$ cat src/design/ctl_pkg.sv
`default_nettype none
// ----------------------------------------------------------------------------
// ctl_pkg
// Shared types for the chunk tag locator: the input item, the register set
// and the register indexes of the configuration port.
// ----------------------------------------------------------------------------
package ctl_pkg;

  localparam int CfgIndexBits = 1;

  localparam logic [CfgIndexBits-1:0] CFG_TARGET_TAG   = 1'b0;
  localparam logic [CfgIndexBits-1:0] CFG_START_OFFSET = 1'b1;

  typedef struct packed {
    logic       valid;
    logic [7:0] data_byte;
    logic       last_byte;
  } item_t;

  typedef struct packed {
    logic [31:0] target_tag;
    logic [31:0] start_offset;
  } cfg_t;

endpackage
`default_nettype wire

$ cat src/design/ctl_in_stage.sv
`default_nettype none
// ----------------------------------------------------------------------------
// ctl_in_stage
// Input register. Holds one item and hands it to the parser; takes a new
// item in the cycle the held one is consumed.
// ----------------------------------------------------------------------------
module ctl_in_stage (
  input  wire logic          clk,
  input  wire logic          rst,
  input  wire logic          in_valid,
  output logic               in_ready,
  input  wire logic [7:0]    data_byte,
  input  wire logic          last_byte,
  input  wire logic          take,
  output ctl_pkg::item_t     item
);

  logic       held;
  logic [7:0] held_byte;
  logic       held_last;

  assign in_ready = !held || take;

  always_ff @(posedge clk) begin
    if (rst) begin
      held <= 1'b0;
    end else if (in_valid && in_ready) begin
      held <= 1'b1;
    end else if (take) begin
      held <= 1'b0;
    end
  end

  always_ff @(posedge clk) begin
    if (in_valid && in_ready) begin
      held_byte <= data_byte;
      held_last <= last_byte;
    end
  end

  always_comb begin
    item.valid     = held;
    item.data_byte = held_byte;
    item.last_byte = held_last;
  end

endmodule
`default_nettype wire

$ cat src/design/ctl_parser.sv
`default_nettype none
// ----------------------------------------------------------------------------
// ctl_parser
// Chunk walker and result register. Each taken item updates the scan state;
// a found or not-found answer is loaded into the result register.
// ----------------------------------------------------------------------------
module ctl_parser #(
  parameter int OFFSET_BITS = 32
) (
  input  wire logic          clk,
  input  wire logic          rst,
  input  wire ctl_pkg::item_t item,
  input  wire ctl_pkg::cfg_t  cfg,
  output logic               take,
  output logic               out_valid,
  input  wire logic          out_ready,
  output logic               found,
  output logic [31:0]        chunk_offset
);

  localparam int CmpBits = (OFFSET_BITS > 32) ? OFFSET_BITS : 32;

  localparam logic [2:0] PH_SKIP   = 3'd0;
  localparam logic [2:0] PH_SEARCH = 3'd1;
  localparam logic [2:0] PH_SIZE   = 3'd2;
  localparam logic [2:0] PH_BODY   = 3'd3;
  localparam logic [2:0] PH_TAG    = 3'd4;
  localparam logic [2:0] PH_DONE   = 3'd5;

  localparam logic [7:0] CHAR_A   = 8'h41;
  localparam logic [7:0] CHAR_Z   = 8'h5A;
  localparam logic [7:0] CHAR_TWO = 8'h32;
  localparam logic [7:0] CHAR_M   = 8'h4D;

  localparam logic [2:0] HDR_BYTES = 3'd4;

  function automatic logic tag_char(input logic [7:0] c);
    return (c inside {[CHAR_A:CHAR_Z]}) || (c == CHAR_TWO);
  endfunction

  logic [OFFSET_BITS-1:0] pos, pos_next;
  logic [2:0]             phase, phase_next;
  logic [31:0]            window, window_next;
  logic [31:0]            size_acc, size_acc_next;
  logic [31:0]            skip, skip_next;
  logic [2:0]             hdr_count, hdr_count_next;
  logic [OFFSET_BITS-1:0] chunk_start, chunk_start_next;

  logic        hit;
  logic        emit;
  logic [2:0]  ph;
  logic [31:0] shifted;
  logic [2:0]  hdr_inc;
  logic [31:0] skip_dec;
  logic [31:0] size_or;

  assign take = item.valid && (!out_valid || out_ready);

  always_comb begin
    shifted  = {window[23:0], item.data_byte};
    hdr_inc  = hdr_count + 3'd1;
    skip_dec = skip - {31'd0, (skip != 32'd0)};
    size_or  = size_acc | (32'(item.data_byte) << {hdr_count[1:0], 3'b000});

    ph = phase;
    if (phase == PH_SKIP && CmpBits'(pos) >= CmpBits'(cfg.start_offset)) begin
      ph = PH_SEARCH;
    end

    phase_next       = ph;
    window_next      = window;
    size_acc_next    = size_acc;
    skip_next        = skip;
    hdr_count_next   = hdr_count;
    chunk_start_next = chunk_start;
    hit              = 1'b0;

    case (ph)
      PH_SEARCH: begin
        window_next    = shifted;
        hdr_count_next = (hdr_count < HDR_BYTES) ? hdr_inc : hdr_count;
        if (hdr_count_next == HDR_BYTES && tag_char(shifted[31:24]) &&
            tag_char(shifted[23:16]) && tag_char(shifted[15:8]) &&
            shifted[7:0] == CHAR_M) begin
          chunk_start_next = pos - OFFSET_BITS'(3);
          hdr_count_next   = 3'd0;
          size_acc_next    = 32'd0;
          phase_next       = PH_SIZE;
          if (shifted == cfg.target_tag) begin
            phase_next = PH_DONE;
            hit        = 1'b1;
          end
        end
      end
      PH_SIZE: begin
        size_acc_next  = size_or;
        hdr_count_next = hdr_inc;
        if (hdr_inc >= HDR_BYTES) begin
          hdr_count_next = 3'd0;
          skip_next      = size_or;
          phase_next     = (size_or == 32'd0) ? PH_TAG : PH_BODY;
        end
      end
      PH_BODY: begin
        skip_next = skip_dec;
        if (skip_dec == 32'd0) begin
          hdr_count_next = 3'd0;
          phase_next     = PH_TAG;
        end
      end
      PH_TAG: begin
        if (hdr_count == 3'd0) begin
          chunk_start_next = pos;
        end
        window_next    = shifted;
        hdr_count_next = hdr_inc;
        if (hdr_inc >= HDR_BYTES) begin
          hdr_count_next = 3'd0;
          size_acc_next  = 32'd0;
          if (shifted == cfg.target_tag) begin
            phase_next = PH_DONE;
            hit        = 1'b1;
          end else begin
            phase_next = PH_SIZE;
          end
        end
      end
      default: begin
      end
    endcase

    pos_next = pos + OFFSET_BITS'(1);
    emit     = hit || (item.last_byte && phase_next != PH_DONE);
  end

  always_ff @(posedge clk) begin
    if (rst) begin
      pos         <= '0;
      phase       <= PH_SKIP;
      window      <= 32'd0;
      size_acc    <= 32'd0;
      skip        <= 32'd0;
      hdr_count   <= 3'd0;
      chunk_start <= '0;
    end else if (take) begin
      if (item.last_byte) begin
        pos         <= '0;
        phase       <= PH_SKIP;
        window      <= 32'd0;
        size_acc    <= 32'd0;
        skip        <= 32'd0;
        hdr_count   <= 3'd0;
        chunk_start <= '0;
      end else begin
        pos         <= pos_next;
        phase       <= phase_next;
        window      <= window_next;
        size_acc    <= size_acc_next;
        skip        <= skip_next;
        hdr_count   <= hdr_count_next;
        chunk_start <= chunk_start_next;
      end
    end
  end

  always_ff @(posedge clk) begin
    if (rst) begin
      out_valid <= 1'b0;
    end else if (take && emit) begin
      out_valid <= 1'b1;
    end else if (out_ready) begin
      out_valid <= 1'b0;
    end
  end

  always_ff @(posedge clk) begin
    if (take && emit) begin
      found        <= hit;
      chunk_offset <= hit ? 32'(chunk_start_next) : 32'd0;
    end
  end

endmodule
`default_nettype wire

$ cat src/design/chunk_tag_locator.sv
`default_nettype none
// ----------------------------------------------------------------------------
// chunk_tag_locator
// Finds a tagged chunk in a byte stream of chunks and reports its offset.
//
// Input items carry one buffer byte each, with last_byte on the final byte.
// Bytes before start_offset are skipped, then a header of three tag chars
// (A-Z or '2') then 'M' is searched for, and the chunk chain walked from there.
// One result item is given per buffer: found with the chunk offset on the
// byte that completes the matching tag, or not found on the last byte.
// An item goes through an input register and the parser into the result
// register, and one item is accepted every cycle while the result side
// keeps up. When the receiver stalls, the result register holds and the
// input register fills, after which in_ready falls. Reset clears the valid
// flags, the configuration and the scan state; the scan state also returns
// to its reset value after each last byte.
// Configuration is written through cfg_write, cfg_index and cfg_data.
// ----------------------------------------------------------------------------
module chunk_tag_locator #(
  parameter int OFFSET_BITS = 32
) (
  input  wire logic        clk,
  input  wire logic        rst,
  input  wire logic        in_valid,
  output logic             in_ready,
  input  wire logic [7:0]  data_byte,
  input  wire logic        last_byte,
  output logic             out_valid,
  input  wire logic        out_ready,
  output logic             found,
  output logic [31:0]      chunk_offset,
  input  wire logic        cfg_write,
  input  wire logic [ctl_pkg::CfgIndexBits-1:0] cfg_index,
  input  wire logic [31:0] cfg_data
);

  ctl_pkg::cfg_t  cfg;
  ctl_pkg::item_t item;
  logic           take;

  always_ff @(posedge clk) begin
    if (rst) begin
      cfg.target_tag   <= 32'd0;
      cfg.start_offset <= 32'd0;
    end else if (cfg_write) begin
      case (cfg_index)
        ctl_pkg::CFG_TARGET_TAG:   cfg.target_tag   <= cfg_data;
        ctl_pkg::CFG_START_OFFSET: cfg.start_offset <= cfg_data;
        default: begin
        end
      endcase
    end
  end

  ctl_in_stage u_in_stage (
    .clk       (clk),
    .rst       (rst),
    .in_valid  (in_valid),
    .in_ready  (in_ready),
    .data_byte (data_byte),
    .last_byte (last_byte),
    .take      (take),
    .item      (item)
  );

  ctl_parser #(
    .OFFSET_BITS (OFFSET_BITS)
  ) u_parser (
    .clk          (clk),
    .rst          (rst),
    .item         (item),
    .cfg          (cfg),
    .take         (take),
    .out_valid    (out_valid),
    .out_ready    (out_ready),
    .found        (found),
    .chunk_offset (chunk_offset)
  );

endmodule
`default_nettype wire
$ cat config.mk
export PLATFORM = sky130hd
export DESIGN_NAME = chunk_tag_locator
export DESIGN_NICKNAME = d
export VERILOG_FILES = /design/src/design/ctl_pkg.sv /design/src/design/ctl_in_stage.sv /design/src/design/ctl_parser.sv /design/src/design/chunk_tag_locator.sv
export SDC_FILE = /design/constraint.sdc
export NUM_CORES = 1
export LEC_CHECK = 0
export BUFFER_PORTS_ARGS = -buffer_cell sky130_fd_sc_hd__buf_2
export CAP_MARGIN = 20
export CELL_PAD_IN_SITES_DETAIL_PLACEMENT = 1
export CELL_PAD_IN_SITES_GLOBAL_PLACEMENT = 2
export CORE_ASPECT_RATIO = 1.25
export CORE_UTILIZATION = 35
export DETAILED_ROUTE_END_ITERATION = 10
export PLACE_DENSITY_LB_ADDON = 0.1
export SLEW_MARGIN = 0
export SYNTH_ARGS = -nofsm -noshare
export SYNTH_HDL_FRONTEND = slang
export SYNTH_HIERARCHICAL = 1
export SYNTH_SLANG_ARGS = --single-unit
$ cat constraint.sdc
create_clock -name clk -period 7.9 [get_ports clk]
set_input_delay 0.79 -clock clk [delete_from_list [all_inputs] [get_ports clk]]
set_output_delay 0.79 -clock clk [all_outputs]
set_load 0.05 [all_outputs]
; ---- Word-level counts from Yosys, hierarchy flattened
; Index checks and enable logic that the tools add are counted.
[word_totals]
reg_bits = 266
n_memories = 0
mem_bits_ro = 0
ram_bits = 0
output_inout_bits = 35
latch_bits = 0
input_bits = 47
[classes]
bitwise = 2
addsub = 4
n_div = 0
n_reduce_logical = 39
n_eq_ne = 15
shifts = 1
mul = 0
magnitude_cmp = 9
n_mux = 37
[ops]
columns = cell, count
row1 = $mux 32, 9
row2 = $pmux 32 s2, 2
row3 = $pmux 32 s3, 1
row4 = $logic_not 32->1, 2
row5 = $mux 24, 2
row6 = $mux 3, 13
row7 = $add 32x1->32 const B, 1
row8 = $eq 32x32->1, 1
row9 = $ge 32x32->1, 1
row10 = $or 32x32->32, 1
row11 = $reduce_bool 32->1, 1
row12 = $shl 8x5->32, 1
row13 = $sub 32x1->32, 1
row14 = $sub 32x2->32 const B, 1
row15 = $eq 8x6->1 const B, 3
row16 = $ge 8x7->1 const B, 3
row17 = $le 8x7->1 const B, 3
row18 = $logic_and 1x1->1, 12
row19 = $ne 3x2->1 const B, 4
row20 = $pmux 3 s4, 1
row21 = $pmux 3 s3, 1
row22 = $eq 8x7->1 const B, 1
row23 = $reduce_bool 4->1, 2
row24 = $mux 1, 7
row25 = 18 further kinds, 33

; ---- Longest topological paths before layout
[logic_depth]
ltp_word = 14
depth_mapped = 17
ltp_nobuf = 15

; ---- By module
; Netlist, hierarchy kept.
[modules_own_cells]
columns = module, cells_each, n_inst, area_per_inst_um2
row1 = ctl_parser, 1457, 1, 11578.6
row2 = chunk_tag_locator, 245, 1, 2656.3
row3 = ctl_in_stage, 16, 1, 340.3

; ---- Worst setup path before layout
; No wires, ideal clock.
[synth_path]
kind = flip-flop to flip-flop
start = reg u_parser.skip[16]
end = reg u_parser.chunk_offset[0], enable pin
setup_time_ns = 0.435
required_ns = 7.465
stages_incl_launch_ff = 18
t_arrival_ns = 5.273
period_less_slack_ns = 5.708
slack_ns = 2.192
path_cell_list = dfxtp_1 or3_1 clkbuf_1 nand4b_1 nor3_1 nand3_1 ha_1 ha_1 buf_6 or4b_1 nor4_1 xor2_1 a2111oi_0 nand4_1 o311ai_2 a21boi_1 a211oi_2 o22ai_1
[synth_between]
elab_chain_len = 9
[synth_lines]
columns = item, line
row1 = "start, declared", ctl_parser.sv:45  ; logic [31:0] skip, skip_next;
row2 = "start signal, assigned", ctl_parser.sv:159  ; skip <= skip_next;
row3 = $reduce_bool 32->1, ctl_parser.sv:62  ; skip_dec = skip - {31'd0, (skip != 32'd0)};
row4 = $sub 32x1->32 (*), ctl_parser.sv:62
row5 = $logic_not 32->1 (*), ctl_parser.sv:106  ; if (skip_dec == 32'd0) begin
row6 = $mux 3 (*), ctl_parser.sv:106
row7 = $pmux 3 s4 (*), ctl_parser.sv:78  ; case (ph)
row8 = $ne 3x3->1 (*), ctl_parser.sv:133  ; emit = hit || (item.last_byte && phase_next != PH_DONE);
row9 = $logic_and 1x1->1 (*), ctl_parser.sv:133
row10 = $logic_or 1x1->1 (*), ctl_parser.sv:133
row11 = $logic_and 1x1->1 (*), ctl_parser.sv:177  ; if (take && emit) begin
row12 = "end signal, assigned", ctl_parser.sv:179  ; chunk_offset <= hit ? 32'(chunk_start_next) : 32'd0;
row13 = "end, declared", ctl_parser.sv:18  ; output logic [31:0] chunk_offset
; Mark *: on every way between the ends. The rest lies on a longest branch, timed or not.
; A chain may end at the register's enable or synchronous reset.

; ---- Worst setup path in the final report
[layout_path]
start = reg u_parser.skip[16]
end = reg u_parser.chunk_offset[22], enable pin
; Same word-level chain as after synthesis.

==> flow_summary.toml <==
[status]
run_status = "completed"

[synth]
synth_edf_count = 42
syn-instance-count = 1718
avgSynthCellArea_sq_um = 8.48
ys_async_sr_fraction_pct = 0
yosys_warnings = 6
yosys.area.top_type = "dfxtp_1"
synth_area_sq_um = 14600
synth-main-ff-cell = "dfxtp_1"
synth_nets = 1804
synth_cell_types = 91
ys_ff_latch = 266
synth_seq_area_share_pct = 39.4
synth_top_area_share_pct = 30.8
ys_top_cells_by_area = "dfxtp_1, edfxtp_1, nor2_1"

[timing]
finClkSkew_ns = 0.0223
setup_tns_ns = 0
finalCriticalPeriod_ns = 5.23
worstMarginPinSlew_ns = 1.03
fmax_mhz = 191
hold_viol = 0
drv_slew = 0
fin_crit_sh_pct = 66.2
setup_viol = 0
rsz0062_at_grt = "false"
maxSlewHeadroom_pct = 30.9

[die]
die_w_microns = 185
num_rows = 83
initial_core_util_pct = 35.5
core-area_sq_um = 41000
io_pins = 82
dieArea_sq_um = 42500
die_h_microns = 230

[drt]
dr.pass1.iters = 4
drtIter0Drc = 555
drc = 0
routed_wl_microns = 48900
vias = 12700
avgViaCountPerCell = 5.47
ant_nets = 0
wl_per_cell_microns = 21.1

[pwr]
swShare_pct = 26.8
vdd_drop_max_mv = 0.159
p_clk_share_pct = 44.4
pwr-share-comb_pct = 11.1
p_int_uw = 2390
p_leak_uw = 0.00597
power.switching_uw = 874
seqPwrFrac_pct = 44.5
p_per_area_nw_per_um2 = 200

[final_layout]
layout_common_cells = "dfxtp_1, nor2_1, a21oi_1"
n_fill_cell = 4861
nets = 1824
area_delta_synth_final_pct = 12.2
drive_gt1_share_pct = 10.9
layout_commonest_cell = "dfxtp_1"
design_area_sq_um = 16300
diodes = 0

[clock_network]
post_cts_resized = 0
cts-root-buf = "clkbuf_16"
cts_buffer_depth = 3
clock_latency_ns = 0.58
h-tree-depth = 1
cts_setup_buffers = 0
cts_tree = "built"
cts_buffers = 31
postCtsHoldBufs = 0
path_clk_slew_ns = 0.06
cts.sinks = 266

[job]
drv_cap = 0

[grt]
grt_usage_pct = 23.3
antenna_found_initial = 0
grt_overflow = 0
grt_max_degree = 102
grt_pass1_vias = 13200
grt_first_pass_wirelength_microns = 76400

[worst_setup_path]
cp_max_fo = 29
crit_type = "reg2reg"
cp-startpoint = "u_parser/skip[16]"
crit_path_start_kind = "register"
rr_startpoint = "u_parser/skip[16]"
cp.required_ns = 8.16
worst-endpoint-arrival_ns = 5.49
critPathCaptureType = "register"

[placed_design]
place.gp.congestion = 0.851
hpwl_microns = 35400
io_buffers = 81
placed_area_sq_um = 15300

[worst_hold_path]
hp-class = "in2reg"
min_from = "data_byte[3]"
[registers in the layout (all words and copies together) (netlist names)]
| register | count |
|---|---|
| cfg | 64 |
| u_parser/chunk_offset | 32 |
| u_parser/chunk_start | 32 |
| u_parser/pos | 32 |
| u_parser/size_acc | 32 |
| u_parser/skip | 32 |
| u_parser/window | 24 |
| u_in_stage/held_byte | 8 |
| u_parser/hdr_count | 3 |
| u_parser/phase | 3 |
| u_in_stage/held | 1 |
| u_in_stage/held_last | 1 |
| u_parser/found | 1 |
| u_parser/out_valid | 1 |
[critical path, cell delays in order (launching register included)]
cell,delay (ns)
dfxtp_1,0.45
or3_1,0.33
nand4b_1,0.25
nor3_1,0.09
nand3_1,0.09
ha_1,0.18
ha_1,0.36
or4b_1,0.57
nor4_1,0.30
xor2_1,0.15
a2111oi_0,0.52
nand4_1,0.30
o311ai_2,0.40
a21boi_1,0.24
a211oi_2,0.12
o22ai_4,0.30
buf_12,0.24
[layer usage]
metal / track usage (%) / up-vias / routed length, microns
met5: 0 / - / 0
met4: 9.56 / 0 / 1990
met3: 2.07 / 77 / 1130
met2: 43.6 / 165 / 25600
met1: 26.6 / 6244 / 20200
li1: - / 6178 / -
[final timing paths]
check | end | slack (ns) | depth (start not counted)
setup / recovery | u_parser/chunk_offset[22] | 2.67 | 16
hold reg to reg | u_parser/chunk_start[10] | 0.46 | 2
hold / removal | u_in_stage/held_byte[3] | 0.39 | 1
setup reg to reg | u_parser/chunk_offset[22] | 2.67 | 16
[Yosys cell counts, types with 8 or more instances]
| cell | count |
|---|---|
| or4_1 | 8 |
| edfxtp_1 | 42 |
| inv_1 | 57 |
| a22oi_1 | 35 |
| nand4_1 | 25 |
| a21o_1 | 11 |
| buf_6 | 11 |
| nand3_1 | 31 |
| dfxtp_1 | 224 |
| xnor2_1 | 46 |
| buf_2 | 16 |
| clkbuf_1 | 77 |
| xor2_1 | 24 |
| o22ai_1 | 10 |
| nand2b_1 | 102 |
| o21ai_0 | 90 |
| mux2i_1 | 74 |
| a211oi_1 | 24 |
| and2_1 | 11 |
| ha_1 | 39 |
| nor3_1 | 60 |
| a221oi_1 | 10 |
| nor4_1 | 25 |
| a31oi_1 | 8 |
| a21oi_1 | 149 |
| and3_1 | 26 |
| nand2_1 | 103 |
| or3_1 | 22 |
| nor2_1 | 208 |
[cell type report]
| class | count | area, sq um | share of cell area (%) |
|---|---|---|---|
| multi-input combinational | 1278 | 8080 | 49.4 |
| clock buffer | 39 | 846 | 5.17 |
| clock inverter | 18 | 179 | 1.09 |
| tap | 552 | 691 | 4.22 |
| sequential | 266 | 5750 | 35.1 |
| timing repair buffer | 101 | 583 | 3.57 |
| inverter | 60 | 225 | 1.38 |
[power by group through the flow]
stage          logic (uW)  clock network, uW  registers (uW)
2_1_floorplan         244                  0            1490
3_3_place_gp          360                  0            1480
3_5_place_dp          363                  0            1480
4_1_cts               365               1500            1450
5_1_grt               397               1550            1460
6_report              363               1450            1450
[per-stage QoR]
step                total power [uW]  std cells  hold WS (ns)  worst slack [ns]  utilization (%)
global route                    3410       2314         0.362              2.40             39.9
CTS                             3320       2312         0.358              2.23             39.8
finish                          3270       2314         0.386              2.67             39.9
global placement                1840       2255         0.432              2.38             37.3
detailed placement              1850       2255         0.447              2.20             37.3
floorplan                       1740       1718         0.417              2.19                -
[cell families after synthesis]
kind of cell	count (synthesis)	synth area share, %
AOI/OAI and AO/OA	416	17.9
xor gates and xnor gates	71	4.32
adders and majority gates	39	3.35
buffers and inverters	174	5.37
DFF	266	39.4
muxes	76	5.24
and+or+nand+nor	676	24.4
No activity file was read; power rests on OpenSTA's default activity.
